$ cat config.mk
export PLATFORM = sky130hd
export DESIGN_NAME = mismatch_offset_delta_decoder_flat
export DESIGN_NICKNAME = d
export VERILOG_FILES = /design/src/hdl/modd_pkg.sv /design/src/hdl/modd_sym_if.sv /design/src/hdl/modd_off_if.sv /design/src/hdl/modd_fill.sv /design/src/hdl/modd_bank.sv /design/src/hdl/mismatch_offset_delta_decoder.sv /design/src/flat_wrapper.sv
export SDC_FILE = /design/constraint.sdc
export NUM_CORES = 1
export LEC_CHECK = 0
export BUFFER_PORTS_ARGS = -buffer_cell sky130_fd_sc_hd__buf_2
export CAP_MARGIN = 20
export CORE_MARGIN = 1.5
export CORE_UTILIZATION = 45
export DETAILED_ROUTE_END_ITERATION = 16
export GPL_TIMING_DRIVEN = 0
export PLACE_DENSITY_LB_ADDON = 0.08
export SLEW_MARGIN = 5
export SYNTH_ARGS = -nofsm -noshare
export SYNTH_HDL_FRONTEND = slang
export SYNTH_SLANG_ARGS = --single-unit
$ cat constraint.sdc
create_clock -name i_clk -period 12.7 [get_ports i_clk]
set_input_delay 1.905 -clock i_clk [delete_from_list [all_inputs] [get_ports i_clk]]
set_output_delay 1.905 -clock i_clk [all_outputs]
set_load 0.05 [all_outputs]
$ cat src/hdl/modd_pkg.sv
`default_nettype none

package modd_pkg;

    localparam int MAX_MISMATCHES = 16;

    localparam int SYM_W      = 16;
    localparam int OFF_W      = 16;
    localparam int SLOT_W     = 4;
    localparam int CNT_CFG_W  = 5;
    localparam int RLEN_W     = 16;
    localparam int CFG_IDX_W  = 2;
    localparam int CFG_DATA_W = 16;

    localparam logic [RLEN_W-1:0] RLEN_RESET = 16'd128;

    // register indexes on the config port
    localparam logic [CFG_IDX_W-1:0] CFG_MISMATCH_COUNT = 2'd0;
    localparam logic [CFG_IDX_W-1:0] CFG_READ_LENGTH    = 2'd1;

    typedef struct packed {
        logic [SYM_W-1:0] symbol;
    } t_sym_item;

    typedef struct packed {
        logic [OFF_W-1:0]  offset;
        logic [SLOT_W-1:0] slot;
        logic              last;
    } t_off_item;

    // offset write from the record decoder into the bank buffer
    typedef struct packed {
        logic             we;
        logic             done;
        logic [OFF_W-1:0] value;
    } t_wr_req;

endpackage

`default_nettype wire

$ cat src/hdl/modd_sym_if.sv
`default_nettype none

interface modd_sym_if;
    logic                 valid;
    logic                 ready;
    modd_pkg::t_sym_item  data;

    modport source (output valid, output data, input ready);
    modport sink   (input valid, input data, output ready);
endinterface

`default_nettype wire

$ cat src/hdl/modd_off_if.sv
`default_nettype none

interface modd_off_if;
    logic                 valid;
    logic                 ready;
    modd_pkg::t_off_item  data;

    modport source (output valid, output data, input ready);
    modport sink   (input valid, input data, output ready);
endinterface

`default_nettype wire

$ cat src/hdl/modd_fill.sv
`default_nettype none

module modd_fill #(
    parameter int  MAX_MISMATCHES = modd_pkg::MAX_MISMATCHES,
    localparam int CNT_W = $clog2(MAX_MISMATCHES + 1),
    localparam int PH_W  = $clog2(MAX_MISMATCHES + 2),
    localparam int IDX_W = (MAX_MISMATCHES > 1) ? $clog2(MAX_MISMATCHES) : 1
) (
    input  wire logic                            i_clk,
    input  wire logic                            i_rst_n,
    input  wire logic                            i_cfg_valid,
    input  wire logic [modd_pkg::CFG_IDX_W-1:0]  i_cfg_index,
    input  wire logic [modd_pkg::CFG_DATA_W-1:0] i_cfg_data,
    input  wire logic                            i_accept,
    input  wire logic [modd_pkg::SYM_W-1:0]      i_symbol,
    output modd_pkg::t_wr_req                    o_wr,
    output logic [IDX_W-1:0]                     o_wr_idx,
    output logic [CNT_W-1:0]                     o_count
);

    logic [CNT_W-1:0]              r_cnt, n_cnt;
    logic [PH_W-1:0]               r_last_phase, n_last_phase;
    logic                          r_big, n_big;
    logic [modd_pkg::RLEN_W-1:0]   r_rlen;
    logic [PH_W-1:0]               r_phase;
    logic                          r_reverse;
    logic [modd_pkg::SYM_W-1:0]    r_min_gap;
    logic [modd_pkg::OFF_W-1:0]    r_run;

    logic [modd_pkg::CNT_CFG_W-1:0] w_cnt_raw;
    logic [31:0]                    w_cnt_wide;
    logic [modd_pkg::OFF_W-1:0]     w_delta;
    logic [PH_W-1:0]                w_g;
    logic [PH_W-1:0]                w_gsel;
    logic [PH_W-1:0]                w_slot_wide;
    logic                           w_flag_ph;
    logic                           w_anchor_ph;
    logic                           w_mingap_ph;
    logic                           w_done;
    logic [modd_pkg::OFF_W-1:0]     w_value;

    // saturated count and derived record length for a config write
    always_comb begin
        w_cnt_raw  = i_cfg_data[modd_pkg::CNT_CFG_W-1:0];
        w_cnt_wide = 32'(w_cnt_raw);
        if (w_cnt_raw == '0) begin
            n_cnt = CNT_W'(1);
        end else if (w_cnt_wide > 32'(MAX_MISMATCHES)) begin
            n_cnt = CNT_W'(MAX_MISMATCHES);
        end else begin
            n_cnt = CNT_W'(w_cnt_wide);
        end
        n_big = (32'(n_cnt) > 32'd2);
        if (32'(n_cnt) == 32'd1) begin
            n_last_phase = PH_W'(1);
        end else if (32'(n_cnt) == 32'd2) begin
            n_last_phase = PH_W'(2);
        end else begin
            n_last_phase = PH_W'(n_cnt) + PH_W'(1);
        end
    end

    always_comb begin
        w_flag_ph   = (r_phase == '0);
        w_anchor_ph = (r_phase == PH_W'(1));
        w_mingap_ph = (r_phase == PH_W'(2)) && r_big;
        w_done      = i_accept && (r_phase >= r_last_phase);

        w_delta = i_symbol + (r_big ? r_min_gap : modd_pkg::SYM_W'(1));
        w_g     = r_phase - (r_big ? PH_W'(2) : PH_W'(1));
        w_gsel  = w_anchor_ph ? '0 : w_g;
        // reverse records fill from the top slot downward
        w_slot_wide = r_reverse ? (PH_W'(r_cnt) - PH_W'(1) - w_gsel) : w_gsel;

        if (w_anchor_ph) begin
            w_value = r_reverse ? (r_rlen - 16'd1 - i_symbol) : i_symbol;
        end else begin
            w_value = r_reverse ? (r_run - w_delta) : (r_run + w_delta);
        end

        o_wr.we    = i_accept && !w_flag_ph && !w_mingap_ph;
        o_wr.done  = w_done;
        o_wr.value = w_value;
        o_wr_idx   = w_slot_wide[IDX_W-1:0];
        o_count    = r_cnt;
    end

    always_ff @(posedge i_clk) begin
        if (!i_rst_n) begin
            r_cnt        <= CNT_W'(1);
            r_last_phase <= PH_W'(1);
            r_big        <= 1'b0;
            r_rlen       <= modd_pkg::RLEN_RESET;
            r_phase      <= '0;
            r_reverse    <= 1'b0;
            r_min_gap    <= modd_pkg::SYM_W'(1);
            r_run        <= '0;
        end else if (i_cfg_valid) begin
            case (i_cfg_index)
                modd_pkg::CFG_MISMATCH_COUNT: begin
                    r_cnt        <= n_cnt;
                    r_last_phase <= n_last_phase;
                    r_big        <= n_big;
                    r_phase      <= '0;
                end
                modd_pkg::CFG_READ_LENGTH: begin
                    r_rlen <= i_cfg_data[modd_pkg::RLEN_W-1:0];
                end
                default: begin
                end
            endcase
        end else if (i_accept) begin
            if (w_flag_ph) begin
                r_reverse <= (i_symbol != '0);
            end else if (w_mingap_ph) begin
                r_min_gap <= i_symbol + modd_pkg::SYM_W'(1);
            end else begin
                r_run <= w_value;
            end
            r_phase <= w_done ? '0 : (r_phase + PH_W'(1));
        end
    end

endmodule

`default_nettype wire

$ cat src/hdl/modd_bank.sv
`default_nettype none

module modd_bank #(
    parameter int  MAX_MISMATCHES = modd_pkg::MAX_MISMATCHES,
    localparam int CNT_W  = $clog2(MAX_MISMATCHES + 1),
    localparam int IDX_W  = (MAX_MISMATCHES > 1) ? $clog2(MAX_MISMATCHES) : 1,
    localparam int ADDR_W = IDX_W + 1,
    localparam int DEPTH  = 2 * MAX_MISMATCHES
) (
    input  wire logic              i_clk,
    input  wire logic              i_rst_n,
    input  wire modd_pkg::t_wr_req i_wr,
    input  wire logic [IDX_W-1:0]  i_wr_idx,
    input  wire logic [CNT_W-1:0]  i_count,
    output logic                   o_fill_ready,
    output logic                   o_idle,
    input  wire logic              i_out_ready,
    output logic                   o_out_valid,
    output modd_pkg::t_off_item    o_out_item
);

    logic [modd_pkg::OFF_W-1:0]  r_mem [DEPTH];

    logic [1:0]                  r_full;
    logic                        r_fill_bank;
    logic                        r_drain_bank;
    logic [IDX_W-1:0]            r_rd_idx;
    logic                        r_out_valid;
    logic [modd_pkg::OFF_W-1:0]  r_out_offset;
    logic [modd_pkg::SLOT_W-1:0] r_out_slot;
    logic                        r_out_last;

    logic                        w_issue;
    logic                        w_rd_last;
    logic [IDX_W+modd_pkg::SLOT_W-1:0] w_idx_ext;
    logic [ADDR_W-1:0]           w_waddr;
    logic [ADDR_W-1:0]           w_raddr;

    always_comb begin
        w_issue   = r_full[r_drain_bank] && (!r_out_valid || i_out_ready);
        w_rd_last = (32'(r_rd_idx) == (32'(i_count) - 32'd1));
        w_idx_ext = {{modd_pkg::SLOT_W{1'b0}}, r_rd_idx};
        w_waddr   = {r_fill_bank, i_wr_idx};
        w_raddr   = {r_drain_bank, r_rd_idx};
    end

    always_ff @(posedge i_clk) begin
        if (i_wr.we) begin
            r_mem[w_waddr] <= i_wr.value;
        end
    end

    always_ff @(posedge i_clk) begin
        if (w_issue) begin
            r_out_offset <= r_mem[w_raddr];
            r_out_slot   <= w_idx_ext[modd_pkg::SLOT_W-1:0];
            r_out_last   <= w_rd_last;
        end
    end

    // fill and drain alternate between the two banks
    always_ff @(posedge i_clk) begin
        if (!i_rst_n) begin
            r_full       <= '0;
            r_fill_bank  <= 1'b0;
            r_drain_bank <= 1'b0;
            r_rd_idx     <= '0;
            r_out_valid  <= 1'b0;
        end else begin
            if (i_wr.done) begin
                r_full[r_fill_bank] <= 1'b1;
                r_fill_bank         <= ~r_fill_bank;
            end
            if (w_issue) begin
                r_out_valid <= 1'b1;
                if (w_rd_last) begin
                    r_full[r_drain_bank] <= 1'b0;
                    r_drain_bank         <= ~r_drain_bank;
                    r_rd_idx             <= '0;
                end else begin
                    r_rd_idx <= r_rd_idx + IDX_W'(1);
                end
            end else if (i_out_ready) begin
                r_out_valid <= 1'b0;
            end
        end
    end

    always_comb begin
        o_fill_ready      = !r_full[r_fill_bank];
        // no record waiting and no offset on the output
        o_idle            = (r_full == 2'b00) && !r_out_valid;
        o_out_valid       = r_out_valid;
        o_out_item.offset = r_out_offset;
        o_out_item.slot   = r_out_slot;
        o_out_item.last   = r_out_last;
    end

endmodule

`default_nettype wire

$ cat src/hdl/mismatch_offset_delta_decoder.sv
// The first offset of a record enters the registered read port after its bank is
//   marked full; the rest follow in slot order while the sink is ready.
// Throughput: one symbol per cycle while the fill bank is free; one offset per cycle
//   when the sink is ready. Two banks let one record drain while the next fills.
// Reset (synchronous, active low) clears record state, bank flags and output valid;
//   config goes to count 1, read length 128. Buffer contents are not cleared.
`default_nettype none

module mismatch_offset_delta_decoder #(
    parameter int MAX_MISMATCHES = modd_pkg::MAX_MISMATCHES
) (
    input  wire logic                            i_clk,
    input  wire logic                            i_rst_n,
    modd_sym_if.sink                             i_sym,
    modd_off_if.source                           o_off,
    input  wire logic                            i_cfg_valid,
    output logic                                 o_cfg_ready,
    input  wire logic [modd_pkg::CFG_IDX_W-1:0]  i_cfg_index,
    input  wire logic [modd_pkg::CFG_DATA_W-1:0] i_cfg_data
);

    localparam int CNT_W = $clog2(MAX_MISMATCHES + 1);
    localparam int IDX_W = (MAX_MISMATCHES > 1) ? $clog2(MAX_MISMATCHES) : 1;

    modd_pkg::t_wr_req  w_wr;
    logic [IDX_W-1:0]   w_wr_idx;
    logic [CNT_W-1:0]   w_count;
    logic               w_fill_ready;
    logic               w_drain_idle;
    logic               w_cfg_write;
    logic               w_accept;

    // config transactions wait until every buffered offset has drained, so the
    // count seen by the drain side never changes under a pending record
    assign o_cfg_ready = w_drain_idle;
    assign w_cfg_write = i_cfg_valid && w_drain_idle;

    // a symbol is taken whenever the bank being filled is free, except in the
    // cycle of a config write
    assign i_sym.ready = w_fill_ready && !w_cfg_write;
    assign w_accept    = i_sym.valid && w_fill_ready && !w_cfg_write;

    // record decoder: flag, anchor, min gap and gap steps, one add path per symbol
    modd_fill #(
        .MAX_MISMATCHES (MAX_MISMATCHES)
    ) u_fill (
        .i_clk       (i_clk),
        .i_rst_n     (i_rst_n),
        .i_cfg_valid (w_cfg_write),
        .i_cfg_index (i_cfg_index),
        .i_cfg_data  (i_cfg_data),
        .i_accept    (w_accept),
        .i_symbol    (i_sym.data.symbol),
        .o_wr        (w_wr),
        .o_wr_idx    (w_wr_idx),
        .o_count     (w_count)
    );

    // ping-pong offset buffer, drained in ascending slot order
    modd_bank #(
        .MAX_MISMATCHES (MAX_MISMATCHES)
    ) u_bank (
        .i_clk        (i_clk),
        .i_rst_n      (i_rst_n),
        .i_wr         (w_wr),
        .i_wr_idx     (w_wr_idx),
        .i_count      (w_count),
        .o_fill_ready (w_fill_ready),
        .o_idle       (w_drain_idle),
        .i_out_ready  (o_off.ready),
        .o_out_valid  (o_off.valid),
        .o_out_item   (o_off.data)
    );

endmodule

`default_nettype wire

$ cat src/flat_wrapper.sv
// flat-port wrapper written by rule: the top's interface ports become plain ports
module mismatch_offset_delta_decoder_flat 
#(
    parameter int MAX_MISMATCHES = modd_pkg::MAX_MISMATCHES
)
  (i_clk, i_rst_n, i_cfg_valid, o_cfg_ready, i_cfg_index, i_cfg_data, i_sym_valid, i_sym_data, i_sym_ready, o_off_valid, o_off_data, o_off_ready);
  modd_sym_if i_sym_i ();
  modd_off_if o_off_i ();
  input  wire logic i_clk;
  input  wire logic i_rst_n;
  input  wire logic i_cfg_valid;
  output logic o_cfg_ready;
  input  wire logic [modd_pkg::CFG_IDX_W-1:0] i_cfg_index;
  input  wire logic [modd_pkg::CFG_DATA_W-1:0] i_cfg_data;
  input wire logic [$bits(i_sym_i.valid)-1:0] i_sym_valid;
  input wire logic [$bits(i_sym_i.data)-1:0] i_sym_data;
  output wire logic [$bits(i_sym_i.ready)-1:0] i_sym_ready;
  output wire logic [$bits(o_off_i.valid)-1:0] o_off_valid;
  output wire logic [$bits(o_off_i.data)-1:0] o_off_data;
  input wire logic [$bits(o_off_i.ready)-1:0] o_off_ready;
  assign i_sym_i.valid = i_sym_valid;
  assign i_sym_i.data = i_sym_data;
  assign i_sym_ready = i_sym_i.ready;
  assign o_off_valid = o_off_i.valid;
  assign o_off_data = o_off_i.data;
  assign o_off_i.ready = o_off_ready;
  mismatch_offset_delta_decoder #(.MAX_MISMATCHES(MAX_MISMATCHES)) u_core (.i_clk(i_clk), .i_rst_n(i_rst_n), .i_sym(i_sym_i), .o_off(o_off_i), .i_cfg_valid(i_cfg_valid), .o_cfg_ready(o_cfg_ready), .i_cfg_index(i_cfg_index), .i_cfg_data(i_cfg_data));
endmodule
==> metrics.txt <==
# TYPE chip_impl_metric gauge
chip_impl_info{name="status",value="complete, no violations"} 1
chip_impl_metric{name="dp.final_hpwl",unit="mm"} 48.3
chip_impl_metric{name="floorplan.initialDensity",unit="%"} 45.3
chip_impl_metric{name="worst-slew-pin-transition",unit="ns"} 1.03
chip_impl_metric{name="finClkSkew",unit="ns"} 0.0218
chip_impl_metric{name="drv_cap",unit=""} 0
chip_impl_metric{name="ff2ff_path_depth",unit=""} 19
chip_impl_metric{name="via_count_of_the_first_global_routing_pass",unit=""} 14900
chip_impl_metric{name="switching_power",unit="W"} 0.00123
chip_impl_metric{name="avgSynthCellArea",unit="µm²"} 16.2
chip_impl_metric{name="grt_max_degree",unit=""} 34
chip_impl_metric{name="post_cts_resize_count",unit=""} 0
chip_impl_metric{name="wl_per_cell",unit="µm"} 25.4
chip_impl_info{name="critPathLaunch",value="i_sym_data[0]"} 1
chip_impl_info{name="path_cells",value="buf_2 -> ha_1 -> fa_1 -> a21oi_2 -> o22ai_1 -> mux2i_1 -> a211oi_1 -> nor3_1 -> a21oi_1 -> nor2_1 -> o21ai_0 -> xnor2_1 -> ha_1 -> or3_1 -> a211oi_1 -> nor3_1 -> xnor2_1 -> a21oi_4"} 1
chip_impl_metric{name="p_total",unit="W"} 0.00480
chip_impl_metric{name="cts-htree-levels",unit=""} 3
chip_impl_metric{name="fin_hold_ws",unit="ns"} 0.430
chip_impl_info{name="reg2reg_from",value="u_core.u_fill.r_big"} 1
chip_impl_info{name="worst_setup_path_endpoint",value="u_core.u_bank.r_mem[16][13]"} 1
chip_impl_metric{name="worstPathBufferInverterCount",unit=""} 1
chip_impl_metric{name="drt.antenna.violating_nets",unit=""} 0
chip_impl_metric{name="final.min_clock_period",unit="ns"} 6.23
chip_impl_metric{name="grt_first_pass_wirelength",unit="mm"} 99.1
chip_impl_metric{name="synth.lib_cells_used.distinct",unit=""} 70
chip_impl_info{name="synth_top_flop_cell",value="edfxtp_1"} 1
chip_impl_metric{name="ys_seq_area_share",unit="%"} 65.6
chip_impl_metric{name="cts_hold_buf",unit=""} 0
chip_impl_metric{name="critical_path_peak_fanout",unit=""} 33
chip_impl_info{name="highest_metal_used",value="met4"} 1
chip_impl_metric{name="fmax",unit="GHz"} 0.161
chip_impl_metric{name="tritoncts_buffers",unit=""} 66
chip_impl_metric{name="clk_path_buf_depth",unit=""} 3
chip_impl_metric{name="via_per_inst",unit=""} 5.64
chip_impl_metric{name="crit_required",unit="ns"} 12.95
chip_impl_info{name="worst_setup_path_end_kind",value="register"} 1
chip_impl_metric{name="num-nets-final",unit=""} 1940
chip_impl_metric{name="dpl-instance-area",unit="µm²"} 29000
chip_impl_info{name="tritoncts",value="built"} 1
chip_impl_metric{name="power.clock.fraction",unit="%"} 37.0
chip_impl_metric{name="grt_usage",unit="%"} 22.8
chip_impl_info{name="synth_top_cells_by_area",value="edfxtp_1 60%, mux4_2 14%, dfxtp_1 5.6%, ha_1 3.1%, xnor2_1 1.9%"} 1
chip_impl_metric{name="route.met2.wl",unit="mm"} 31.7
chip_impl_metric{name="via_count",unit=""} 15000
chip_impl_info{name="crit_path_start_kind",value="input pin"} 1
chip_impl_info{name="clock_tree.root_cell",value="clkbuf_16"} 1
chip_impl_metric{name="chipWidth",unit="µm"} 246
chip_impl_metric{name="fillers",unit=""} 4811
chip_impl_info{name="worstHoldPathType",value="reg -> reg"} 1
chip_impl_metric{name="gp_congestion",unit=""} 0.800
chip_impl_metric{name="pwr_density_cell",unit="nW/µm²"} 155
chip_impl_metric{name="antenna_found_initial",unit=""} 4
chip_impl_metric{name="floorplan.die_area",unit="µm²"} 60700
chip_impl_metric{name="fin_crit_sh",unit="%"} 49.0
chip_impl_metric{name="cp.arrival",unit="ns"} 6.48
chip_impl_metric{name="share_comb_of_total_power",unit="%"} 14.2
chip_impl_metric{name="clk_transition_reported_paths",unit="ns"} 0.06
chip_impl_info{name="rsz0062_at_grt",value="false"} 1
chip_impl_info{name="worstSetupPathType",value="in -> reg"} 1
chip_impl_metric{name="die_h",unit="µm"} 246
chip_impl_metric{name="timing.critical_path.depth",unit=""} 18
chip_impl_metric{name="power_frac_seq",unit="%"} 48.8
chip_impl_metric{name="yosys.area.top_type_share",unit="%"} 60.1
chip_impl_metric{name="insertion_delay",unit="ns"} 0.61
chip_impl_metric{name="insertedDiodeCount",unit=""} 0
chip_impl_info{name="slowest_stage",value="a21oi_4"} 1
chip_impl_metric{name="portBuffers",unit=""} 62
chip_impl_metric{name="power.static_leakage",unit="nW"} 10.6
chip_impl_metric{name="power_switching_share",unit="%"} 25.7
chip_impl_metric{name="clock_sinks",unit=""} 607
chip_impl_metric{name="synth_area",unit="µm²"} 26700
chip_impl_metric{name="met1Wirelength",unit="mm"} 30.6
chip_impl_metric{name="coreArea",unit="µm²"} 58800
chip_impl_metric{name="setup_viol",unit=""} 0
chip_impl_metric{name="route.met3.wl",unit="mm"} 3.53
chip_impl_metric{name="drtPass1Iterations",unit=""} 5
chip_impl_metric{name="overflow",unit=""} 0
chip_impl_metric{name="internal_power_contribution",unit="W"} 0.00357
chip_impl_metric{name="postSynth.asyncResetShare",unit="%"} 0
chip_impl_metric{name="io_pins",unit=""} 63
chip_impl_metric{name="detail_route.drc_violations",unit=""} 0
chip_impl_metric{name="post_route_cells_drive_above_1_share",unit="%"} 23.1
chip_impl_metric{name="rows",unit=""} 89
chip_impl_metric{name="routed_wl",unit="mm"} 67.3
chip_impl_metric{name="first_iter_violations",unit=""} 1211
chip_impl_info{name="regToRegEndpoint",value="u_core.u_bank.r_mem[16][13]"} 1
chip_impl_metric{name="synth_enable_flop_cells",unit=""} 533
chip_impl_info{name="synth.largest_area_cell",value="edfxtp_1"} 1
chip_impl_metric{name="reg2reg_setup_slack",unit="ns"} 6.76
chip_impl_metric{name="hold_vio_cnt_final",unit=""} 0
chip_impl_metric{name="synthCells",unit=""} 1647
chip_impl_metric{name="syn2layout_area_growth",unit="%"} 16.6
chip_impl_metric{name="crit_path_max_incr_delay",unit="ns"} 0.81
chip_impl_metric{name="cts.repair_timing.setup_buffer_count",unit=""} 0
chip_impl_metric{name="setup-tns-final",unit="ns"} 0
chip_impl_metric{name="finish.instance_area",unit="µm²"} 31100
chip_impl_metric{name="headroom_to_the_max_slew_limit",unit="%"} 31.3
chip_impl_metric{name="postSynthRegisterBits",unit=""} 607
chip_impl_metric{name="vdd.ir_drop.worst",unit="µV"} 106
chip_impl_metric{name="synth-warning-count",unit=""} 0
chip_impl_info{name="crit_family",value="compound AO/OA/AOI/OAI gates"} 1
chip_impl_metric{name="synth_nets",unit=""} 1758
chip_impl_metric{name="timing.final.max_slew_violations",unit=""} 0
## cells in the final DEF, fill, tap and decap left out, types with 21 or more instances in the layout
cell type | netlist | routed
xor2_1 | 23 | 23
xnor2_1 | 59 | 59
inv_1 | 52 | 52
and2_1 | 21 | 21
nor2_2 | 0 | 32
nor2_1 | 108 | 76
nand3_1 | 24 | 24
dfxtp_1 | 74 | 74
buf_2 | 1 | 63
clkbuf_16 | 0 | 67
a21oi_1 | 54 | 45
mux4_2 | 160 | 160
edfxtp_1 | 533 | 533
ha_1 | 67 | 67
buf_8 | 0 | 29
o21ai_0 | 40 | 33
nand2_1 | 125 | 125
clkbuf_1 | 55 | 76
mux2i_1 | 34 | 34
## synthesized netlist by cell type, types with 21 or more instances
| cell | instances |
|---|---|
| inv_1 | 52 |
| o21ai_0 | 40 |
| and2_1 | 21 |
| dfxtp_1 | 74 |
| ha_1 | 67 |
| nor2_1 | 108 |
| nand3_1 | 24 |
| edfxtp_1 | 533 |
| a21oi_1 | 54 |
| mux2i_1 | 34 |
| nand2_1 | 125 |
| xor2_1 | 23 |
| xnor2_1 | 59 |
| clkbuf_1 | 55 |
| mux4_2 | 160 |
## worst reg2reg max path, delay by kind of cell (launching register included)
family | cells | cell delay (ns)
AOI/OAI and AO/OA | 5 | 1.52
xor gates and xnor gates | 2 | 0.36
adders and majority gates | 2 | 0.52
buffers and inverters | 2 | 0.85
DFF | 1 | 0.30
muxes | 1 | 0.15
and+or+nand+nor | 7 | 1.85
## routing by layer
layer | vias to the layer above | GRT usage (%)
met1 | 7690 | 33.2
met3 | 74 | 3.56
li1 | 6800 | -
met2 | 406 | 35.7
met5 | - | 0
met4 | 0 | 6.81
## layout make-up
cell class                 count  area (µm²)  share of cell area (%)
sequential                   607       17500                    56.3
multi-input combinational    915        8940                    28.8
clock buffer                  90        1780                    5.74
timing repair buffer         114        1230                    3.95
tap                          773         967                    3.11
buffer                        71         275                   0.886
inverter                      54         203                   0.652
clock inverter                28         193                   0.620
## power by group through the flow
| stage | Sequential, W | Combinational [W] | Clock [W] |
|---|---|---|---|
| floorplan | 0.00240 | 0.000334 | 0 |
| global placement | 0.00241 | 0.000554 | 0 |
| detailed placement | 0.00239 | 0.000680 | 0 |
| CTS | 0.00234 | 0.000681 | 0.00182 |
| global route | 0.00234 | 0.000738 | 0.00189 |
| finish | 0.00234 | 0.000681 | 0.00178 |
## worst min path at each step
stage / from / endpoint / slack (ns) / cells past startpoint
detailed placement: u_core.u_bank.r_rd_idx[3] / u_core.u_bank.r_out_slot[3] / 0.42 / 0
CTS: u_core.u_bank.r_rd_idx[3] / u_core.u_bank.r_out_slot[3] / 0.43 / 0
floorplan: u_core.u_bank.r_rd_idx[2] / u_core.u_bank.r_out_slot[2] / 0.41 / 0
finish: u_core.u_bank.r_rd_idx[3] / u_core.u_bank.r_out_slot[3] / 0.43 / 0
global placement: u_core.u_bank.r_rd_idx[3] / u_core.u_bank.r_out_slot[3] / 0.42 / 0
global route: u_core.u_bank.r_rd_idx[3] / u_core.u_bank.r_out_slot[3] / 0.46 / 0
## per-stage QoR
step | std cells | setup slack [ns] | util [%]
4_1_cts | 2646 | 6.41 | 52.7
6_report | 2652 | 6.47 | 52.9
3_3_place_gp | 2482 | 3.61 | 47.5
2_1_floorplan | 1647 | 6.18 | -
5_1_grt | 2652 | 6.15 | 52.9
3_5_place_dp | 2528 | 5.79 | 49.3
## state kept, by name, summed over array words and instances, names as in the netlist, 2 cells and up
name and flops:
u_core.u_fill.r_min_gap 16, u_core.u_fill.r_last_phase 5, u_core.u_fill.r_rlen 16, u_core.u_bank.r_out_offset 16
u_core.u_fill.o_count 5, u_core.u_fill.r_run 16, u_core.u_bank.r_mem 512, u_core.u_bank.r_rd_idx 4
u_core.u_bank.r_full 2, u_core.u_fill.r_phase 5, u_core.u_bank.r_out_slot 4
## logic make-up (layout without fill, tap and decap cells)
family          count (synthesis)  after routing  share of synthesized area (%)
flops                         607            607                           65.6
simple gates                  357            357                           6.04
compound gates                206            206                           5.31
mux                           196            196                           14.9
buf+inv                       125            357                           1.79
xor+xnor                       84             84                           2.84
fa+ha+maj                      72             72                           3.52
Power figures use the tool's default switching activity.
